`src/rtl/core/lvc_pkg.sv`:
```
`timescale 1ns / 1ps
// ----------------------------------------------------------------------------
// Labeled voxel centroid grid package
// Shared constants, register indexes and structures of the centroid grid.
// ----------------------------------------------------------------------------
package lvc_pkg;

	localparam int unsigned POLARITIES = 2;
	localparam int unsigned DEF_TABLE_SLOTS = 1024;
	localparam int unsigned DEF_PROBE_LIMIT = 8;

	localparam int unsigned SUM_W = 56;
	localparam int unsigned CNT_W = 24;
	localparam int unsigned DIVS_W = 24;
	localparam int unsigned DROP_W = 16;
	localparam int unsigned PADDR_W = 6;

	localparam logic [2:0] REG_ROT_ROW_X = 3'd0;
	localparam logic [2:0] REG_ROT_ROW_Y = 3'd1;
	localparam logic [2:0] REG_TRANS_X = 3'd2;
	localparam logic [2:0] REG_TRANS_Y = 3'd3;
	localparam logic [2:0] REG_INV_VOXEL = 3'd4;

	localparam logic [47:0] ROT_X_RESET = 48'd16384;
	localparam logic [47:0] ROT_Y_RESET = 48'd1073741824;
	localparam logic [31:0] INV_VOXEL_RESET = 32'd65536;

	localparam logic [31:0] HASH_MUL_LO = 32'h7F4A7C15;
	localparam logic [31:0] HASH_MUL_HI = 32'h9E3779B9;

	localparam logic [7:0] LABEL_ROAD_A = 8'd1;
	localparam logic [7:0] LABEL_ROAD_B = 8'd5;
	localparam logic [7:0] LABEL_OBST_A = 8'd2;
	localparam logic [7:0] LABEL_OBST_B = 8'd4;
	localparam logic [7:0] LABEL_OBST_C = 8'd6;

	localparam logic [CNT_W-1:0] COUNT_MAX = {CNT_W{1'b1}};
	localparam logic [DROP_W-1:0] DROP_MAX = {DROP_W{1'b1}};

	typedef struct packed {
		logic                                valid;
		logic [63:0]                         tag;
		logic [POLARITIES-1:0][SUM_W-1:0]    sum_x;
		logic [POLARITIES-1:0][SUM_W-1:0]    sum_y;
		logic [POLARITIES-1:0][CNT_W-1:0]    cnt;
	} lvc_row_t;

	typedef struct packed {
		logic              start;
		logic [SUM_W-1:0]  dividend;
		logic [DIVS_W-1:0] divisor;
	} lvc_div_req_t;

	typedef struct packed {
		logic              busy;
		logic              done;
		logic [SUM_W-1:0]  quotient;
		logic [DIVS_W-1:0] remainder;
	} lvc_div_rsp_t;

endpackage

```
`src/rtl/core/lvc_div.sv`:
```
`timescale 1ns / 1ps
// ----------------------------------------------------------------------------
// Labeled voxel centroid grid divider
// Restoring unsigned divider, one quotient bit per cycle.
// ----------------------------------------------------------------------------
module lvc_div
	import lvc_pkg::*;
(
	input  logic         clk,
	input  logic         arst_n,
	input  lvc_div_req_t req,
	output lvc_div_rsp_t rsp
);

	localparam int unsigned STEP_W = $clog2(SUM_W + 1);

	logic [DIVS_W:0]   rem_q;
	logic [SUM_W-1:0]  quo_q;
	logic [DIVS_W-1:0] dvs_q;
	logic [STEP_W-1:0] step_q;
	logic              busy_q;
	logic              done_q;
	logic [DIVS_W:0]   shifted;
	logic [DIVS_W+1:0] trial;

	assign shifted = {rem_q[DIVS_W-1:0], quo_q[SUM_W-1]};
	assign trial = {1'b0, shifted} - {2'b00, dvs_q};

	always_ff @(posedge clk or negedge arst_n) begin
		if (!arst_n) begin
			busy_q <= 1'b0;
			done_q <= 1'b0;
			step_q <= '0;
		end else begin
			done_q <= 1'b0;
			if (req.start) begin
				busy_q <= 1'b1;
				step_q <= STEP_W'(SUM_W);
			end else if (busy_q) begin
				step_q <= step_q - 1'b1;
				if (step_q == STEP_W'(1)) begin
					busy_q <= 1'b0;
					done_q <= 1'b1;
				end
			end
		end
	end

	always_ff @(posedge clk) begin
		if (req.start) begin
			rem_q <= '0;
			quo_q <= req.dividend;
			dvs_q <= req.divisor;
		end else if (busy_q) begin
			if (!trial[DIVS_W+1]) begin
				rem_q <= trial[DIVS_W:0];
				quo_q <= {quo_q[SUM_W-2:0], 1'b1};
			end else begin
				rem_q <= shifted;
				quo_q <= {quo_q[SUM_W-2:0], 1'b0};
			end
		end
	end

	assign rsp.busy = busy_q;
	assign rsp.done = done_q;
	assign rsp.quotient = quo_q;
	assign rsp.remainder = rem_q[DIVS_W-1:0];

endmodule

```
`config.mk`:
```
export PLATFORM = sky130hd
export DESIGN_NAME = lvc_div
export DESIGN_NICKNAME = d
export VERILOG_FILES = /design/src/rtl/core/lvc_pkg.sv /design/src/rtl/core/lvc_div.sv
export SDC_FILE = /design/constraint.sdc
export NUM_CORES = 1
export LEC_CHECK = 0
export BUFFER_PORTS_ARGS = -buffer_cell sky130_fd_sc_hd__buf_2
export CORE_UTILIZATION = 35
export CTS_CLUSTER_DIAMETER = 100
export DETAILED_ROUTE_END_ITERATION = 8
export GPL_ROUTABILITY_DRIVEN = 0
export MAX_ROUTING_LAYER = met4
export PLACE_DENSITY = 0.58
export REMOVE_ABC_BUFFERS = 1
export SLEW_MARGIN = 30
export SYNTH_ARGS = -nofsm -noshare
export SYNTH_HDL_FRONTEND = slang
export SYNTH_SLANG_ARGS = --single-unit
```
`constraint.sdc`:
```
create_clock -name clk -period 3.92 [get_ports clk]
set_input_delay 0 -clock clk [delete_from_list [all_inputs] [get_ports clk]]
set_output_delay 0 -clock clk [all_outputs]
set_load 0.01 [all_outputs]
```
* Word level (Yosys, flattened, before mapping)
Cells that the tools add are included.
Word-level totals: word-level logic and storage cells 22, register bits 112
Operators by class: add/sub/neg operators 2, reduce and logical (&&, ||, !) cells 1, equality and inequality tests 1, mux-type cells 12
Operators by type and width (number):
- $mux 56 | 2
- $sub 25x24->26 | 1
- $mux 24 | 1
- $mux 6 | 2
- $mux 1 | 7
- $eq 6x1->1 const B | 1
- $sub 6x1->6 const B | 1
- $reduce_bool 2->1 | 1

* Depth between registers and ports, before layout
Gate-level depths: netlist of run 1.
depth in word-level cells 4, gate-level depth with buffers 12, mapped depth without buffers 11

* Worst setup path after synthesis of run 1
Ideal clock, no wire load.
path kind reg2reg, from register rem_q[13], to register quo_q[0], data pin, data arrival time 2.334 ns, stages on the path, launching flop included 11, data required time 3.660 ns, path slack 1.326 ns, clock period less this slack 2.594 ns, cell sequence dfxtp_1 > ha_1 > buf_2 > a21o_1 > a21o_1 > a21oi_2 > o22a_4 > a31oi_4 > a211o_4 > buf_6 > mux2_2
On the way: longest elaborated chain between the ends 4
RTL lines:
- start: declaration | RTL line lvc_div.sv:17 | logic [DIVS_W:0] rem_q;
- start signal: assignment | RTL line lvc_div.sv:56 | rem_q <= trial[DIVS_W:0];
- start signal: assignment | RTL line lvc_div.sv:59 | rem_q <= shifted;
- $sub 25x24->26 | RTL line lvc_div.sv:27 | assign trial = {1'b0, shifted} - {2'b00, dvs_q};
- $mux 1 | RTL line lvc_div.sv:55 | if (!trial[DIVS_W+1]) begin
- $mux 56 | RTL line lvc_div.sv:54 | end else if (busy_q) begin
- $mux 56 | RTL line lvc_div.sv:50 | if (req.start) begin
- end signal: assignment | RTL line lvc_div.sv:52 | quo_q <= req.dividend;
- end signal: assignment | RTL line lvc_div.sv:57 | quo_q <= {quo_q[SUM_W-2:0], 1'b1};
- end signal: assignment | RTL line lvc_div.sv:60 | quo_q <= {quo_q[SUM_W-2:0], 1'b0};
- end: declaration | RTL line lvc_div.sv:18 | logic [SUM_W-1:0] quo_q;
No other way between the ends. The select of a mux whose other input is x is not followed. A chain may end at the register's enable or synchronous reset.

* Worst setup path in the final report of run 1
from register quo_q[55], to register rem_q[22]
On the way: longest elaborated chain between the ends 2
RTL lines (RTL line):
- $sub 25x24->26 | lvc_div.sv:27
- $mux 24 | lvc_div.sv:55
No other way between the ends.

==> metrics.txt, run 1 <==
Diodes inserted 0; XOR/XNOR Fraction of Synth Area 3.02%; Starting Density 36.2%; largest buffer count on any clock path 2; wire length of the first global-routing pass 23300 µm; CTS tree yes; category of the worst setup path capture point flip-flop; drt first-iter violations 209; worst relative slew slack 47.3%; TNS Setup 0 ns; area of the die around 17000 µm²; most frequent standard cell in the layout excluding fill and tap cells sky130_fd_sc_hd__buf_2; multiplexer fraction of the synthesized cell area 12.9%; total number of clock tree sinks 112; proportion of synthesized chip area in sequential cells between 50% and 60%; antenna violations before repair 0; adder-cell share of the synthesized area 5.96%; post-CTS clock slew at the launch and capture registers of the worst setup and hold paths 0.08 ns; dominant synthesized flop cell sky130_fd_sc_hd__edfxtp_1; sort of element at the start of the critical path flip-flop; worst-path maximum fanout 4; DP HPWL 9690 µm; vias in the first global route between 4000 and 5000; fraction of layout instances using a drive strength above 1 ~35%; total power divided by cell area 490 nW/µm²; synth unique cells 60; number of buffers created by CTS 9; endpoint required time on the critical path 4.17 ns; via count 4635; Simple-Gate Fraction of Synth Area 8.98%; highest achievable clock rate 0.354 GHz; final routed wire length divided by cell count 15.4 µm; clock insertion delay at the later pin of the skew report 0.36 ns; DRC errors left 0; Critical Setup Path Class flip-flop to flip-flop; global router's overall resource usage between 10% and 20%; CTS Root Cell sky130_fd_sc_hd__clkbuf_16; number of enable-type register cells in the synthesized netlist 80; cell leakage power between 3 and 4 nW; cell row count 46; cts repair resizes 0; I/O pin count roughly 170; synthesis warning total 0; number of detailed-route iterations in the first pass 4; fin nets 832; placeable core region 16000 µm²; reported max-cap violation count 0; Global Route met2 Usage 29.8%; Die Height 131 µm; post-CTS setup buffer count 0; result of the run finished clean; setup violation total in the final timing report 0; largest net degree at the start of global routing 60; gr busiest metal met2; wirelength, routed between 10000 and 15000 µm; number of standard cells after synthesis 483; GRT met3 Usage 4.44%; worst min path class input port to flip-flop; worst clock skew 0.0124 ns; combinational family with the most area after synthesis multiplexers; Hold Violations, Final 0; number of nets still failing antenna checks after routing 0; worst vdd ir about 360 µV; crit share post-route 72.1%; signed area change from the synthesized netlist to the final layout 36.4%; synthesized cell area 5800 µm²; worst slew pin tran 0.785 ns; min Tclk post-route 2.83 ns; number of input and output port buffers inserted about 160; hold buffers post-CTS 82; hold slack 0.146 ns; GRT met1 Usage 22.1%; flip-flop and latch count after synthesis 112; die width 131 µm; Final Max Tran Viols 0; grt total ovfl 0; routed via count divided by cell count between 4 and 5; critical path data arrival time 3.07 ns; compound-cell area share of the yosys netlist 12.1%; average footprint of a synthesized cell 12.0 µm²; most frequent cells in the layout sky130_fd_sc_hd__buf_2 (163), sky130_fd_sc_hd__dlygate4sd3_1 (82), sky130_fd_sc_hd__edfxtp_1 (80), sky130_fd_sc_hd__mux2_2 (56), sky130_fd_sc_hd__nand2_1 (36); number of H-tree levels 3; unrepaired setup endpoints after global routing no; fraction of synthesis flops using an asynchronous set or reset pin 7.14%
## flip-flops by register name, indices dropped and copies added (netlist names)
register  count
dvs_q        24
busy_q        1
done_q        1
rem_q        24
step_q        6
quo_q        56
## worst max-delay path, cell delays in order (launching register included)
cell and delay [ns]:
sky130_fd_sc_hd__edfxtp_1 0.44, sky130_fd_sc_hd__inv_1 0.08, sky130_fd_sc_hd__ha_1 0.17, sky130_fd_sc_hd__fa_1 0.22
sky130_fd_sc_hd__nor2b_1 0.07, sky130_fd_sc_hd__o31a_1 0.29, sky130_fd_sc_hd__o21ai_1 0.28, sky130_fd_sc_hd__a21oi_1 0.16
sky130_fd_sc_hd__o311ai_0 0.35, sky130_fd_sc_hd__a21oi_1 0.15, sky130_fd_sc_hd__xnor2_1 0.15, sky130_fd_sc_hd__o311ai_0 0.35
## layout make-up
class	instances	area (µm²)
Fill cell	1495	8090
Sequential cell	112	3080
Multi-Input combinational cell	318	2490
Timing Repair Buffer	248	1660
Tap cell	216	270
Clock buffer	9	225
Inverter	33	126
Clock inverter	7	53.8
## routing by layer
metal | part of all wire [%] | vias up | routed length [µm]
li1 | - | 2264 | -
met1 | 45 | 2212 | 6520
met2 | 47 | 143 | 6910
met3 | 5.9 | 16 | 853
met4 | 2.0 | 0 | 286
met5 | 0 | - | 0
## path summary, 6_finish.rpt
path	startpoint	to	slack, ns	depth (start not counted)
hold reg to reg	rem_q[16]	rem_q[17]	0.51	2
setup / recovery	quo_q[55]	rem_q[22]	1.09	11
min in group asynchronous	arst_n	busy_q	0.61	3
hold / removal	req[80]	step_q[0]	0.15	2
setup reg to reg	quo_q[55]	rem_q[22]	1.09	11
max in group asynchronous	arst_n	step_q[2]	3.05	3
## stage by stage
step                setup slack (ns)  utilization (%)  instances  power (mW)  instance area (µm²)
floorplan                       1.06                -        463        2.52                 5700
global placement                1.17             42.5        845        2.93                 6800
detailed placement              1.11             42.5        845        2.94                 6810
CTS                             1.08             49.4        943        3.93                 7910
global route                   0.798             49.4        943        4.12                 7910
finish                          1.09             49.4        943        3.87                 7910
## where the power goes
part	total (mW)	switching, mW	leakage, nW	internal (mW)
sequential	1.60	0.142	1.11	1.46
combinational	1.37	0.717	2.19	0.654
clock	0.902	0.461	0.141	0.441
## cells in the mapped netlist, types with 3 or more instances
master	number	share of area [%]
sky130_fd_sc_hd__nor2_1	34	2.2
sky130_fd_sc_hd__a211oi_1	12	1.6
sky130_fd_sc_hd__buf_4	3	0.39
sky130_fd_sc_hd__nand3_1	8	0.69
sky130_fd_sc_hd__a21o_1	12	1.6
sky130_fd_sc_hd__o21a_1	5	0.65
sky130_fd_sc_hd__a21oi_1	15	1.3
sky130_fd_sc_hd__nand2_1	36	2.3
sky130_fd_sc_hd__o21ai_1	3	0.26
sky130_fd_sc_hd__dfxtp_1	24	8.3
sky130_fd_sc_hd__inv_1	33	2.1
sky130_fd_sc_hd__o21ai_0	12	1.0
sky130_fd_sc_hd__mux2_2	56	11
sky130_fd_sc_hd__xor2_1	6	0.91
sky130_fd_sc_hd__or3_1	3	0.32
sky130_fd_sc_hd__a31oi_1	3	0.32
sky130_fd_sc_hd__nor4_1	3	0.32
sky130_fd_sc_hd__ha_1	26	5.6
sky130_fd_sc_hd__nor3_1	6	0.52
sky130_fd_sc_hd__a311oi_1	11	1.7
sky130_fd_sc_hd__xnor2_1	14	2.1
sky130_fd_sc_hd__edfxtp_1	80	41
sky130_fd_sc_hd__nand2b_1	4	0.43
sky130_fd_sc_hd__clkbuf_1	12	0.78
sky130_fd_sc_hd__mux2i_1	10	1.7
sky130_fd_sc_hd__dfrtp_1	8	3.5
## cells by family (layout without fill, tap and decap cells)
group	after synthesis	count (layout)
AOI/OAI and AO/OA	95	95
xor gates and xnor gates	20	20
adders and majority gates	27	27
buffers and inverters	53	297
DFF	112	112
muxes	67	67
and+or+nand+nor	109	109
No activity file was read; power rests on OpenSTA's default activity.
==> run 2: changes to the inputs <==
Clock period 3.92 ns to 2.7 ns, I/O delays scaled along.
==> metrics.txt, run 2 (synthesized netlist as in run 1, its figures left out) <==
pre-CTS setup slack -0.0216 ns (-1.13 ns); routed via count divided by cell count 4.88 (-0.67%); Critical Setup Path Class flip-flop to flip-flop; worst slew pin tran 0.704 ns (-0.0809 ns); switching part of the total power 34.4% (+0.34 points); die width 131 µm (unchanged); critical path data arrival time 2.73 ns (-0.34 ns); category of the worst setup path capture point flip-flop; total length of routed met3 wires 1080 µm (+27%); crit share post-route 96.8% (+25 points); placed cell area 6970 µm² (+2.4%); Hold Violations, Final 0 (unchanged); cell row count 46 (unchanged); most repeated library cell on the critical path sky130_fd_sc_hd__a21o_1; internal power summed over all cells 3.92 mW (+53%); slowest cell delay on critical path 0.45 ns (about the same); filler instances 1451 (-2.9%); fraction of layout instances using a drive strength above 1 38.7% (+4.0 points); r2r endpoint quo_q[0]; number of buffers created by CTS 9 (unchanged); total number of clock tree sinks 112 (unchanged); vias in the first global route 4861 (+2.1%); launch point of the worst path dvs_q[18]; combinational fraction of design power 38.9% (+3.5 points); most frequent standard cell in the layout excluding fill and tap cells sky130_fd_sc_hd__buf_2; Post-Place Cells 865 (+2.4%); largest buffer count on any clock path 2 (unchanged); WL met1 6650 µm (+2.1%); largest net degree at the start of global routing 106 (+77%); grt total ovfl 0 (unchanged); worst vdd ir 416 µV (+15%); worst clock skew 0.0146 ns (+0.00221 ns); hold slack 0.0255 ns (-0.121 ns); I/O pin count 165 (unchanged); hold-critical path endpoint busy_q; number of detailed-route iterations in the first pass 5 (+1); crit path max-delay cell type sky130_fd_sc_hd__a211o_4; via count 4716 (+1.7%); Diodes inserted 0 (unchanged); signed area change from the synthesized netlist to the final layout 41.8%; drt first-iter violations 228 (+9.1%); endpoint required time on the critical path 2.81 ns (-1.36 ns); Starting Density 36.2% (unchanged); most frequent cells in the layout sky130_fd_sc_hd__buf_2 (163), sky130_fd_sc_hd__dlygate4sd3_1 (83), sky130_fd_sc_hd__edfxtp_1 (80), sky130_fd_sc_hd__mux2_2 (56), sky130_fd_sc_hd__nand2_1 (36); number of nets still failing antenna checks after routing 0 (unchanged); TNS Setup 0 ns (unchanged); min Tclk post-route 2.61 ns (-0.212 ns); number of H-tree levels 3 (unchanged); wirelength, routed 15300 µm (+5.1%); largest register by flop count quo_q; WL met2 7380 µm (+6.8%); net load switching power 2.06 mW (+56%); Die Height 131 µm (unchanged); cell leakage power 3.57 nW (+3.5%); number of input and output port buffers inserted 164 (unchanged); Final Max Tran Viols 0 (unchanged); global router's overall resource usage 19.1% (+0.68 points); highest achievable clock rate 0.382 GHz (+8.1%); final non-filler cell area 8220 µm² (+4.0%); placeable core region 16000 µm² (unchanged); reported max-cap violation count 0 (unchanged); clock share of power 22.2% (-1.1 points); Reg2Reg Launch Point dvs_q[18]; total power divided by cell area 727 nW/µm² (+48%); wire length of the first global-routing pass 24200 µm (+4.2%); biggest registers after layout quo_q (56), dvs_q (24), rem_q (24); worst relative slew slack 53.0% (+5.7 points); slack of the critical path 0.0853 ns (-1.01 ns); Final Power 5.98 mW (+54%); count of cells along the worst register-to-register path 9 (-2); DP HPWL 10100 µm (+3.9%); setup violation total in the final timing report 0 (unchanged); post-CTS clock slew at the launch and capture registers of the worst setup and hold paths 0.08 ns (about the same); cells traversed along the worst timing path inv_1 -> ha_1 -> a21o_1 -> a21o_1 -> a21o_1 -> nor3_2 -> a31oi_4 -> a211o_4 -> mux2_2; final routed wire length divided by cell count 15.8 µm (+2.6%); antenna violations before repair 0 (unchanged); worst-path maximum fanout 11 (+7); CTS Root Cell sky130_fd_sc_hd__clkbuf_16; worst min path class input port to flip-flop; Layout Cells excl Fill 966 (+2.4%); fraction of power consumed by sequential logic 38.9% (-2.4 points); flip-flop count of the largest register after layout 56 (unchanged); result of the run finished clean; CTS tree yes; area of the die 17100 µm² (unchanged); clock insertion delay at the later pin of the skew report 0.36 ns (about the same); worst hold path cell count 3 (+1); highest routed metal layer met4; DRC errors left 0 (unchanged); fin nets 855 (+2.8%); register-to-register setup slack 0.09 ns (-1.01 ns); Layout Utilization 51.4% (+2.0 points); sort of element at the start of the critical path flip-flop; HP Start req[80]
[run 2: changes by cell type in the layout (fill, tap and decap cells not counted), moves of 2 or more]
cell	change
sky130_fd_sc_hd__inv_6	+2
sky130_fd_sc_hd__buf_4	+19
sky130_fd_sc_hd__inv_8	-2
sky130_fd_sc_hd__clkinv_2	-3
sky130_fd_sc_hd__ha_2	+2
sky130_fd_sc_hd__ha_1	-7
sky130_fd_sc_hd__a21oi_2	+4
sky130_fd_sc_hd__ha_4	+5
sky130_fd_sc_hd__a21oi_1	-4
[run 2: what timing repair did]
item                                    CTS  global route
cloned                                    1             0
resized for setup                         0            21
endpoints found under the setup margin    1            18
pin swaps                                 1             8
setup buffers                             0             1
hold endpoints to repair                 88             0
hold buffers                             83             0
[run 2: final cells by class]
cell class / count / area [µm²] / area share (%)
Timing Repair Buffer: 270 / 1840 / 22.4
Tap cell: 216 / 270 / 3.29
Multi-Input combinational cell: 319 / 2610 / 31.8
Clock buffer: 10 / 229 / 2.78
Clock inverter: 6 / 61.3 / 0.745
Sequential cell: 112 / 3080 / 37.5
Inverter: 33 / 126 / 1.54
[run 2: worst max path at each step]
stage	to	slack (ns)	cells after the start
2_1_floorplan	quo_q[0]	-0.16	2
3_3_place_gp	quo_q[0]	0.03	9
3_5_place_dp	quo_q[0]	-0.02	9
4_1_cts	rem_q[9]	0.004	11
5_1_grt	rem_q[16]	-0.02	11
6_report	quo_q[0]	0.09	9
[run 2: worst max-delay path, delay by kind of cell, from the launching register on]
| family | cells | cell delay (ns) |
|---|---|---|
| buffers and inverters | 1 | 0.07 |
| multiplexers | 1 | 0.30 |
| flip-flops | 1 | 0.38 |
| AO/OA/AOI/OAI | 5 | 1.18 |
| adder cells (fa/ha/maj) | 1 | 0.23 |
| AND/OR/NAND/NOR | 1 | 0.20 |
[run 2: metal layers]
metal  vias up  global-route usage (%)
met4         0                    4.94
met1      2237                    22.4
met5         -                       -
met3        17                    6.47
li1       2313                       -
met2       149                    31.4
[run 2: power by group through the flow]
stage               clock, mW  sequential (mW)  combinational, mW
finish                   1.33             2.33               2.32
global route             1.44             2.37               2.55
global placement            0             2.34               2.07
detailed placement          0             2.34               2.10
floorplan                   0             2.42               1.23
CTS                      1.37             2.31               2.23
